==> config.mk <==
export PLATFORM = sky130hd
export DESIGN_NAME = fixed_point_distance_formatter_unit
export DESIGN_NICKNAME = d
export VERILOG_FILES = /design/src/rtl/fpdf_pkg.sv /design/src/rtl/fixed_point_distance_formatter_unit.sv
export SDC_FILE = /design/constraint.sdc
export NUM_CORES = 1
export LEC_CHECK = 0
export ABC_AREA = 1
export BUFFER_PORTS_ARGS = -buffer_cell sky130_fd_sc_hd__buf_2
export CORE_UTILIZATION = 35
export DETAILED_ROUTE_END_ITERATION = 16
export PLACE_DENSITY = 0.52
export SYNTH_ARGS = -nofsm -noshare
export SYNTH_HDL_FRONTEND = slang
export SYNTH_SLANG_ARGS = --single-unit
==> constraint.sdc <==
create_clock -name clock -period 8.12 [get_ports clock]
set_input_delay 0.812 -clock clock [delete_from_list [all_inputs] [get_ports clock]]
set_output_delay 0.812 -clock clock [all_outputs]
set_load 0.02 [all_outputs]
==> src/rtl/fpdf_pkg.sv <==
// ----------------------------------------------------------------------------
// fpdf_pkg
// Types, constants and the shift-add-3 step for the distance formatter.
// ----------------------------------------------------------------------------
package fpdf_pkg;

   localparam int unsigned VALUE_W    = 16;
   localparam int unsigned BIN_W      = 14;
   localparam int unsigned BCD_W      = 16;
   localparam int unsigned ACC_W      = BCD_W + BIN_W;
   localparam int unsigned CHAR_W     = 8;
   localparam int unsigned NUM_STAGES = 4;

   localparam logic [VALUE_W-1:0] DIST_LIMIT = 16'd9999;

   // conversion steps done between stage k-1 and stage k
   localparam int unsigned DD_ITERS [NUM_STAGES-1] = '{5, 5, 4};
   localparam int unsigned DD_MAX_ITERS            = 5;

   typedef logic [VALUE_W-1:0] value_type;
   typedef logic [ACC_W-1:0]   acc_type;
   typedef logic [BCD_W-1:0]   bcd_type;
   typedef logic [CHAR_W-1:0]  char_type;
   typedef logic [2:0]         pos_type;

   localparam pos_type POS_D0    = 3'd0;
   localparam pos_type POS_POINT = 3'd1;
   localparam pos_type POS_D1    = 3'd2;
   localparam pos_type POS_D2    = 3'd3;
   localparam pos_type POS_D3    = 3'd4;
   localparam pos_type POS_SPACE = 3'd5;
   localparam pos_type POS_C     = 3'd6;
   localparam pos_type POS_M     = 3'd7;

   localparam char_type CHAR_ZERO  = 8'h30;
   localparam char_type CHAR_STAR  = 8'h2A;
   localparam char_type CHAR_POINT = 8'h2E;
   localparam char_type CHAR_SPACE = 8'h20;
   localparam char_type CHAR_C     = 8'h63;
   localparam char_type CHAR_M     = 8'h6D;

   // one double-dabble step: correct every BCD nibble, then shift left
   function automatic acc_type dd_step(input acc_type acc);
      bcd_type bcd;
      bcd = acc[ACC_W-1:BIN_W];
      for (int d = 0; d < BCD_W / 4; d++) begin
         if (bcd[4*d +: 4] >= 4'd5) begin
            bcd[4*d +: 4] = bcd[4*d +: 4] + 4'd3;
         end
      end
      return {bcd[BCD_W-2:0], acc[BIN_W-1:0], 1'b0};
   endfunction

   function automatic acc_type dd_steps(input acc_type acc, input logic [2:0] n);
      acc_type a;
      a = acc;
      for (int i = 0; i < DD_MAX_ITERS; i++) begin
         if (3'(i) < n) begin
            a = dd_step(a);
         end
      end
      return a;
   endfunction

   function automatic char_type digit_char(input logic [3:0] nib, input logic over);
      return over ? CHAR_STAR : (CHAR_ZERO | {4'b0000, nib});
   endfunction

endpackage

==> src/rtl/fixed_point_distance_formatter_unit.sv <==
// ----------------------------------------------------------------------------
// fixed_point_distance_formatter_unit
// Formats a distance in thousandths as the eight characters "D.DDD cm".
// ----------------------------------------------------------------------------
// Usage:
//   req_*  : one 16-bit distance per transfer (thousandths of the unit).
//   rsp_*  : eight character transfers per distance, left to right;
//            rsp_tlast marks the eighth ("m"). Values above 9999 give
//            "*.*** cm".
//   Path: a request passes through one input stage, three conversion
//   stages of 5/5/4 shift-add-3 steps and the character serializer
//   before its first character is valid.
//   Throughput: set by the serializer emitting one character per cycle
//   while rsp_tready is high; up to four further distances queue in the
//   conversion pipeline while it drains.
//   Reset: synchronous, active high; clears all valid flags and the
//   character position, the pipeline comes out empty.
//   Stall: with rsp_tready low the current character holds; the pipeline
//   fills and then deasserts req_tready. Nothing is dropped or repeated.
// ----------------------------------------------------------------------------
module fixed_point_distance_formatter_unit (
   input  logic                  clock,
   input  logic                  reset,
   input  logic                  req_tvalid,
   output logic                  req_tready,
   input  fpdf_pkg::value_type   req_tdata,   // [15:0] distance_value
   output logic                  rsp_tvalid,
   input  logic                  rsp_tready,
   output fpdf_pkg::char_type    rsp_tdata,   // [7:0] character
   output logic                  rsp_tlast    // last_char
);
   import fpdf_pkg::*;

   acc_type  acc_ff  [NUM_STAGES];
   acc_type  acc_in  [NUM_STAGES];
   logic     over_ff [NUM_STAGES];
   logic     vld_ff  [NUM_STAGES];
   logic     go      [NUM_STAGES];

   bcd_type  digits_ff;
   logic     ser_over_ff;
   logic     ser_vld_ff;
   pos_type  pos_ff;
   logic     ser_ready;

   assign ser_ready = !ser_vld_ff || (rsp_tready && (pos_ff == POS_M));

   always_comb begin
      go[NUM_STAGES-1] = !vld_ff[NUM_STAGES-1] || ser_ready;
      for (int k = NUM_STAGES - 2; k >= 0; k--) begin
         go[k] = !vld_ff[k] || go[k+1];
      end
   end

   assign req_tready = go[0];

   always_comb begin
      acc_in[0] = {{BCD_W{1'b0}}, req_tdata[BIN_W-1:0]};
      for (int k = 1; k < NUM_STAGES; k++) begin
         acc_in[k] = dd_steps(acc_ff[k-1], 3'(DD_ITERS[k-1]));
      end
   end

   always_ff @(posedge clock) begin
      if (go[0]) begin
         acc_ff[0]  <= acc_in[0];
         over_ff[0] <= (req_tdata > DIST_LIMIT);
      end
      for (int k = 1; k < NUM_STAGES; k++) begin
         if (go[k]) begin
            acc_ff[k]  <= acc_in[k];
            over_ff[k] <= over_ff[k-1];
         end
      end
   end

   always_ff @(posedge clock) begin
      if (reset) begin
         for (int k = 0; k < NUM_STAGES; k++) begin
            vld_ff[k] <= 1'b0;
         end
      end else begin
         if (go[0]) begin
            vld_ff[0] <= req_tvalid;
         end
         for (int k = 1; k < NUM_STAGES; k++) begin
            if (go[k]) begin
               vld_ff[k] <= vld_ff[k-1];
            end
         end
      end
   end

   always_ff @(posedge clock) begin
      if (ser_ready) begin
         digits_ff   <= acc_ff[NUM_STAGES-1][ACC_W-1:BIN_W];
         ser_over_ff <= over_ff[NUM_STAGES-1];
      end
   end

   always_ff @(posedge clock) begin
      if (reset) begin
         ser_vld_ff <= 1'b0;
         pos_ff     <= POS_D0;
      end else if (ser_ready) begin
         ser_vld_ff <= vld_ff[NUM_STAGES-1];
         pos_ff     <= POS_D0;
      end else if (rsp_tready) begin
         pos_ff     <= pos_ff + 3'd1;
      end
   end

   always_comb begin
      unique case (pos_ff)
         POS_D0:    rsp_tdata = digit_char(digits_ff[15:12], ser_over_ff);
         POS_POINT: rsp_tdata = CHAR_POINT;
         POS_D1:    rsp_tdata = digit_char(digits_ff[11:8], ser_over_ff);
         POS_D2:    rsp_tdata = digit_char(digits_ff[7:4], ser_over_ff);
         POS_D3:    rsp_tdata = digit_char(digits_ff[3:0], ser_over_ff);
         POS_SPACE: rsp_tdata = CHAR_SPACE;
         POS_C:     rsp_tdata = CHAR_C;
         POS_M:     rsp_tdata = CHAR_M;
      endcase
   end

   assign rsp_tvalid = ser_vld_ff;
   assign rsp_tlast  = (pos_ff == POS_M);

`ifndef NO_ASSERTIONS
   a_text_restarts: assert property (@(posedge clock) disable iff (reset)
      rsp_tvalid && rsp_tready && rsp_tlast |=> !rsp_tvalid || (pos_ff == POS_D0))
      else $error("character position did not restart after the last transfer");

   a_stall_holds_pos: assert property (@(posedge clock) disable iff (reset)
      rsp_tvalid && !rsp_tready |=> rsp_tvalid && $stable(pos_ff))
      else $error("character position moved while the output was stalled");

   a_backpressure_full: assert property (@(posedge clock) disable iff (reset)
      !req_tready |-> vld_ff[0] && vld_ff[1] && vld_ff[2] && vld_ff[3] && ser_vld_ff)
      else $error("request stalled while the pipeline had room");
`endif

endmodule

==> run_results.csv, run 1 <==
group,metric,value,unit
cells_and_area,fillers,1584,
job,drv_cap,0,
setup_path,crit_path_cell_trace,"ha_1 -> ha_1 -> nand2_1 -> nand2_1 -> nor2_1 -> nand2_1 -> inv_1 -> nand2_1 -> nor2_1 -> inv_1 -> buf_2",
detailed_routing,route.detailed.drc,0,
grt,overflow,0,
detailed_routing,wl_per_cell,10.5,um
hold_path,hold_depth,0,
setup_path,worstPathArrival,4150,ps
setup_path,slowest_stage,"nand2_1",
placement,port_buffers,28,
die,io_pins,31,
setup_path,r2r_slack,4000,ps
cts,path_clk_slew,60,ps
grt,antenna_found_initial,0,
grt,first_global_vias,3991,
setup_path,reg2reg_depth,24,
cts,cts-root-buf,"clkbuf_16",
synth,synth_top_area_frac,0.453,
cells_and_area,nNetsFinal,755,
synth,avgSynthCellArea,8.86,um^2
detailed_routing,firstDrtPassIters,4,
detailed_routing,vias,4170,
timing,rsz0062_at_grt,"no",
die,std_cell_rows,46,
placement,dpl.hpwl,7.82,mm
setup_path,critical_path_cell_count,11,
synth,yosysTopAreaCell,"edfxtp_1",
synth,syn_nets,718,
grt,track_usage,0.121,
cells_and_area,final_cells,909,
setup_path,cp.buffers_inverters,3,
detailed_routing,routed_wl,9.54,mm
cts,htreeDepth,3,
grt,grt_max_degree,21,
setup_path,critPathLaunchType,"flip-flop",
setup_path,crit-reg2reg-launch,"acc_ff[2][18]$_DFFE_PP_",
die,start_util,0.360,
timing,worst_slew_pin_slew,766,ps
setup_path,critPathCapture,"req_tready",
timing,min_period,4970,ps
synth,ys_ff_latch,91,
timing,tns,0,ps
timing,slew_headroom,0.488,
die,die_y,130,um
placement,gp_congestion,0.775,
cts,clock_latency,340,ps
timing,finalHoldViolations,0,
cells_and_area,syn_to_final_growth,12.0,%
cells_and_area,utilization,0.404,
cts,clock_sinks,91,
setup_path,crit_path_end_kind,"output pin",
timing,drv_slew,0,
synth,yosysWarnings,0,
detailed_routing,dr.first_iter.drc_count,172,
timing,fmax,201,MHz
setup_path,worst_ep_required_time,7310,ps
hold_path,hp-class,"reg2reg",
die,die_w,130,um
cells_and_area,diodes,0,
timing,setup_slack,3150,ps
setup_path,startpoint,"pos_ff[1]$_SDFFE_PP0P_",
cts,ctsResizeCount,0,
setup_path,cp_max_fo,20,
synth,syn_area,5770,um^2
status,status,"finished, final reports clean",
timing,fin_crit_sh,0.612,
setup_path,cpLargestDelayFamily,"simple AND/OR/NAND/NOR gates",
cts,cts_tree,"yes",
cts,ctsHoldBuffers,0,
die,coreArea,16000,um^2
setup_path,slowest_delay,610,ps
setup_path,r2r-end,"acc_ff[3][28]$_DFFE_PP_",
cts,post_cts_buffers,0,
cts,clockBufferDepth,2,
synth,yosysUniqueCellTypes,40,
grt,grt_pass1_wl,16.1,mm
setup_path,cp_common_cell,"nand2_1",
setup_path,critPathKind,"reg2out",
timing,setup_viol,0,
synth,ys_seq_area_frac,0.467,
placement,place_ws,3320,ps
detailed_routing,drt.antenna.violating_nets,0,
placement,place_inst,893,
synth,synth_area_leaders,"edfxtp_1 45%, ha_1 10%, nand2_1 8.9%, inv_1 7.6%, nand3_1 2.9%",
cts,numCtsBuffers,9,
synth,synth_cells,651,
cells_and_area,drive_gt1_frac,0.144,
timing,fin_worst_skew,8.69,ps
die,die-area,17000,um^2
detailed_routing,avgViaCountPerCell,4.59,
layout by cell type, fill, tap and decap left out, drive strengths merged, types with 3 or more instances in the layout:
cell,Yosys,layout
a21oi,26,26
a31oi,3,3
a41oi,3,3
buf,2,28
clkbuf,0,10
clkinv,0,3
dfxtp,4,4
edfxtp,87,87
ha,47,47
inv,123,124
nand2,164,164
nand3,41,41
nand4,6,6
nor2,44,44
nor3,5,5
o21ai,54,54
xnor2,5,5
xor2,16,16
routing by layer:
layer,vias up,wire (um),track usage
li1,2219,-,-
met1,1877,4270,0.130
met2,65,4810,0.222
met3,9,314,0.0349
met4,0,141,0.0467
met5,-,0,0
kinds of logic (layout without fill, tap and decap cells):
kind of cell	after synthesis	in the layout	share of synthesized area
buf+inv	125	167	0.0827
flops	91	91	0.467
fa+ha+maj	47	47	0.102
other cells	2	2	0.00130
compound gates	100	100	0.103
xor+xnor	21	21	0.0319
simple gates	265	265	0.212
state kept, by name, summed over array words and instances, names as in the netlist:
name / flops
acc_ff: 62
digits_ff: 16
over_ff: 4
vld_ff: 4
pos_ff: 3
rsp_tvalid: 1
ser_over_ff: 1
final cells by class:
class,count,area [um^2],area share
repair buffers,28,140,0.0217
flip-flops and latches,91,2690,0.417
clock buffers,10,229,0.0355
clock inverters,6,65.1,0.0101
multi-input cells,435,2600,0.402
inverters,123,462,0.0715
well taps,216,270,0.0419
worst min-delay path by stage:
stage                                        from                 endpoint  slack (ps)
after detailed placement   acc_ff[1][6]$_DFFE_PP_  acc_ff[2][11]$_DFFE_PP_         400
after floorplan            acc_ff[0][5]$_DFFE_PP_  acc_ff[1][10]$_DFFE_PP_         400
final                     acc_ff[3][21]$_DFFE_PP_   digits_ff[7]$_DFFE_PP_         420
after global routing      acc_ff[3][21]$_DFFE_PP_   digits_ff[7]$_DFFE_PP_         420
after global placement     acc_ff[1][9]$_DFFE_PP_  acc_ff[2][14]$_DFFE_PP_         400
after CTS                 acc_ff[3][19]$_DFFE_PP_   digits_ff[5]$_DFFE_PP_         420
worst reg2reg max path: stages, from the launching register on:
cell and delay, ps:
edfxtp_1 370, inv_1 80, ha_1 220, inv_1 60
nand2_1 80, a31oi_1 430, inv_1 100, ha_1 210
inv_1 70, o21ai_0 70, nand2_1 130, o211ai_1 110
xor2_1 200, inv_1 80, ha_1 140, inv_1 40
ha_1 180, a21oi_1 270, xor2_1 300, ha_1 220
inv_1 50, o21ai_0 160, nand2_1 110, nand2_1 70
o21ai_0 90
cells in the mapped netlist:
| master | number |
|---|---|
| a211oi_1 | 1 |
| a211oi_2 | 1 |
| a21boi_0 | 1 |
| a21o_1 | 2 |
| a21oi_1 | 26 |
| a22o_1 | 1 |
| a31oi_1 | 3 |
| a41oi_1 | 3 |
| and2_4 | 1 |
| buf_4 | 2 |
| conb_1 | 2 |
| dfxtp_1 | 4 |
| edfxtp_1 | 87 |
| ha_1 | 47 |
| inv_1 | 116 |
| inv_2 | 7 |
| nand2_1 | 136 |
| nand2_2 | 24 |
| nand2_4 | 4 |
| nand3_1 | 33 |
| nand3_2 | 7 |
| nand3_4 | 1 |
| nand3b_1 | 1 |
| nand4_1 | 6 |
| nor2_1 | 44 |
| nor3_1 | 5 |
| nor4_1 | 1 |
| o211ai_1 | 1 |
| o211ai_2 | 1 |
| o21a_1 | 1 |
| o21ai_0 | 32 |
| o21ai_1 | 12 |
| o21ai_2 | 10 |
| o21bai_1 | 1 |
| o22ai_1 | 2 |
| o31ai_1 | 2 |
| or2_0 | 1 |
| or2_2 | 1 |
| xnor2_1 | 5 |
| xor2_1 | 16 |
per-stage QoR:
stage               hold WS [ps]  instance area [um^2]
finish                       416                  6460
global route                 421                  6460
CTS                          417                  6460
detailed placement           405                  6160
global placement             400                  6160
floorplan                    400                  5770
Power of run 1 is left out: the tool's default activity adds up to more than one toggle a clock period on the data nets, which glitch-free logic cannot reach.
==> inputs of run 2 (changes only) <==
==> constraint.sdc (replaced) <==
create_clock -name clock -period 5.2 [get_ports clock]
set_input_delay 0.52 -clock clock [delete_from_list [all_inputs] [get_ports clock]]
set_output_delay 0.52 -clock clock [all_outputs]
set_load 0.02 [all_outputs]
==> run 2 against run 1 <==
Register-to-register slack got worse by 2800 ps. Largest cell class unchanged. Utilization increased by 0.21 points. First-iteration DRC count fell by 10%.
==> run_results.csv, run 2 (same netlist as run 1, synthesis figures left out) <==
group,metric,value,unit
status,status,"finished, final reports clean",
timing,finalHoldViolations,0,
timing,fin_worst_skew,9.23,ps
hold_path,hp-class,"in2reg",
grt,grt_pass1_wl,16.6,mm
cts,htreeDepth,3,
cts,cts_tree,"yes",
setup_path,critPathKind,"reg2reg",
grt,first_global_vias,4032,
setup_path,worstPathArrival,4110,ps
cts,post_cts_buffers,0,
cells_and_area,seqCellArea,2690,um^2
placement,dpl.hpwl,7.63,mm
setup_path,slowest_stage,"edfxtp_1",
detailed_routing,route.detailed.drc,0,
detailed_routing,routed_wl,9.61,mm
cells_and_area,final_cell_mix,"136 x nand2_1, 116 x inv_1, 87 x edfxtp_1, 47 x ha_1, 44 x nor2_1",
timing,worst_slew_pin_slew,679,ps
setup_path,slowest_delay,440,ps
setup_path,crit_path_cell_trace,"inv_1 -> ha_1 -> inv_1 -> o21ai_2 -> nor3_1 -> a21oi_1 -> ha_1 -> inv_1 -> o21ai_1 -> nand2_1 -> xnor2_1 -> inv_1 -> ha_1 -> o21ai_1 -> nand2_1 -> xnor2_1 -> ha_1 -> inv_1 -> o21ai_1 -> nand2_1 -> nand2_1 -> o21ai_0",
placement,gp_congestion,0.790,
cells_and_area,layout_commonest_cell,"nand2_1",
cts,ctsHoldBuffers,0,
die,io_pins,31,
cells_and_area,top_regs,"acc_ff (62), digits_ff (16)",
detailed_routing,firstDrtPassIters,4,
detailed_routing,vias,4225,
cells_and_area,largest_register,"acc_ff",
detailed_routing,avgViaCountPerCell,4.63,
cells_and_area,multi_input_area,2600,um^2
die,coreArea,16000,um^2
die,die-area,17000,um^2
die,start_util,0.360,
setup_path,r2r_slack,1180,ps
timing,whs,348,ps
grt,grt_max_degree,21,
timing,drv_slew,0,
timing,min_period,4020,ps
setup_path,worst_ep_required_time,5290,ps
detailed_routing,drt.antenna.violating_nets,0,
cells_and_area,drive_gt1_frac,0.149,
cells_and_area,fillers,1600,
setup_path,cp_max_fo,4,
die,die_w,130,um
detailed_routing,wl_per_cell,10.5,um
grt,overflow,0,
timing,setup_viol,0,
setup_path,cp_common_cell,"inv_1",
cells_and_area,diodes,0,
grt,track_usage,0.124,
timing,tns,0,ps
timing,fin_crit_sh,0.774,
placement,port_buffers,28,
setup_path,critPathLaunchType,"flip-flop",
detailed_routing,dr.first_iter.drc_count,154,
cts,clock_latency,350,ps
cts,ctsResizeCount,0,
setup_path,crit_path_end_kind,"flip-flop",
timing,fmax,248,MHz
grt,antenna_found_initial,0,
timing,slew_headroom,0.547,
cts,path_clk_slew,70,ps
cells_and_area,nNetsFinal,758,
cts,clock_sinks,91,
job,drv_cap,0,
die,std_cell_rows,46,
die,die_y,130,um
cts,clockBufferDepth,2,
cells_and_area,syn_to_final_growth,12.5,%
timing,rsz0062_at_grt,"no",
cts,cts-root-buf,"clkbuf_16",
cells_and_area,largest_reg_flops,62,
cts,numCtsBuffers,9,
[run 2: cell types whose count changed in the layout (fill, tap and decap cells not counted), sizes merged]
cell	delta
clkbuf	-1
clkinv	-2
inv	+3
buf	+3
[run 2: final timing paths]
check,from,to,depth (start not counted)
setup / recovery,acc_ff[2][14]$_DFFE_PP_,acc_ff[3][20]$_DFFE_PP_,22
hold / removal,req_tdata[0],acc_ff[0][0]$_DFFE_PP_,1
setup reg to reg,acc_ff[2][14]$_DFFE_PP_,acc_ff[3][20]$_DFFE_PP_,22
hold reg to reg,acc_ff[0][1]$_DFFE_PP_,acc_ff[1][6]$_DFFE_PP_,0
[run 2: metal layers]
| metal | global-route usage | up-vias | wire length (um) |
|---|---|---|---|
| met3 | 0.0262 | 10 | 255 |
| met2 | 0.235 | 57 | 4970 |
| li1 | - | 2225 | - |
| met4 | 0.0595 | 0 | 136 |
| met5 | 0 | - | 0 |
| met1 | 0.129 | 1933 | 4250 |
[run 2: cell type report]
| type | count | area share |
|---|---|---|
| sequential | 91 | 0.415 |
| timing repair buffer | 31 | 0.0251 |
| clock buffer | 9 | 0.0347 |
| multi-input combinational | 435 | 0.400 |
| tap | 216 | 0.0416 |
| inverter | 123 | 0.0711 |
| clock inverter | 7 | 0.0123 |
[run 2: worst max-delay path, delay by kind of cell, from the launching register on]
kind / cells / cell delay (ps)
flops: 1 / 440
xor+xnor: 2 / 600
compound gates: 6 / 970
fa+ha+maj: 4 / 820
simple gates: 5 / 560
buf+inv: 5 / 380
[run 2: metrics by stage]
stage	instances	util	cell area [um^2]	worst slack (ps)
floorplan	651	-	5770	1550
global placement	896	0.387	6180	1330
detailed placement	896	0.387	6180	1140
CTS	912	0.406	6490	1150
global route	912	0.406	6490	597
finish	912	0.406	6490	1180
Power of run 2 is left out for the same reason.
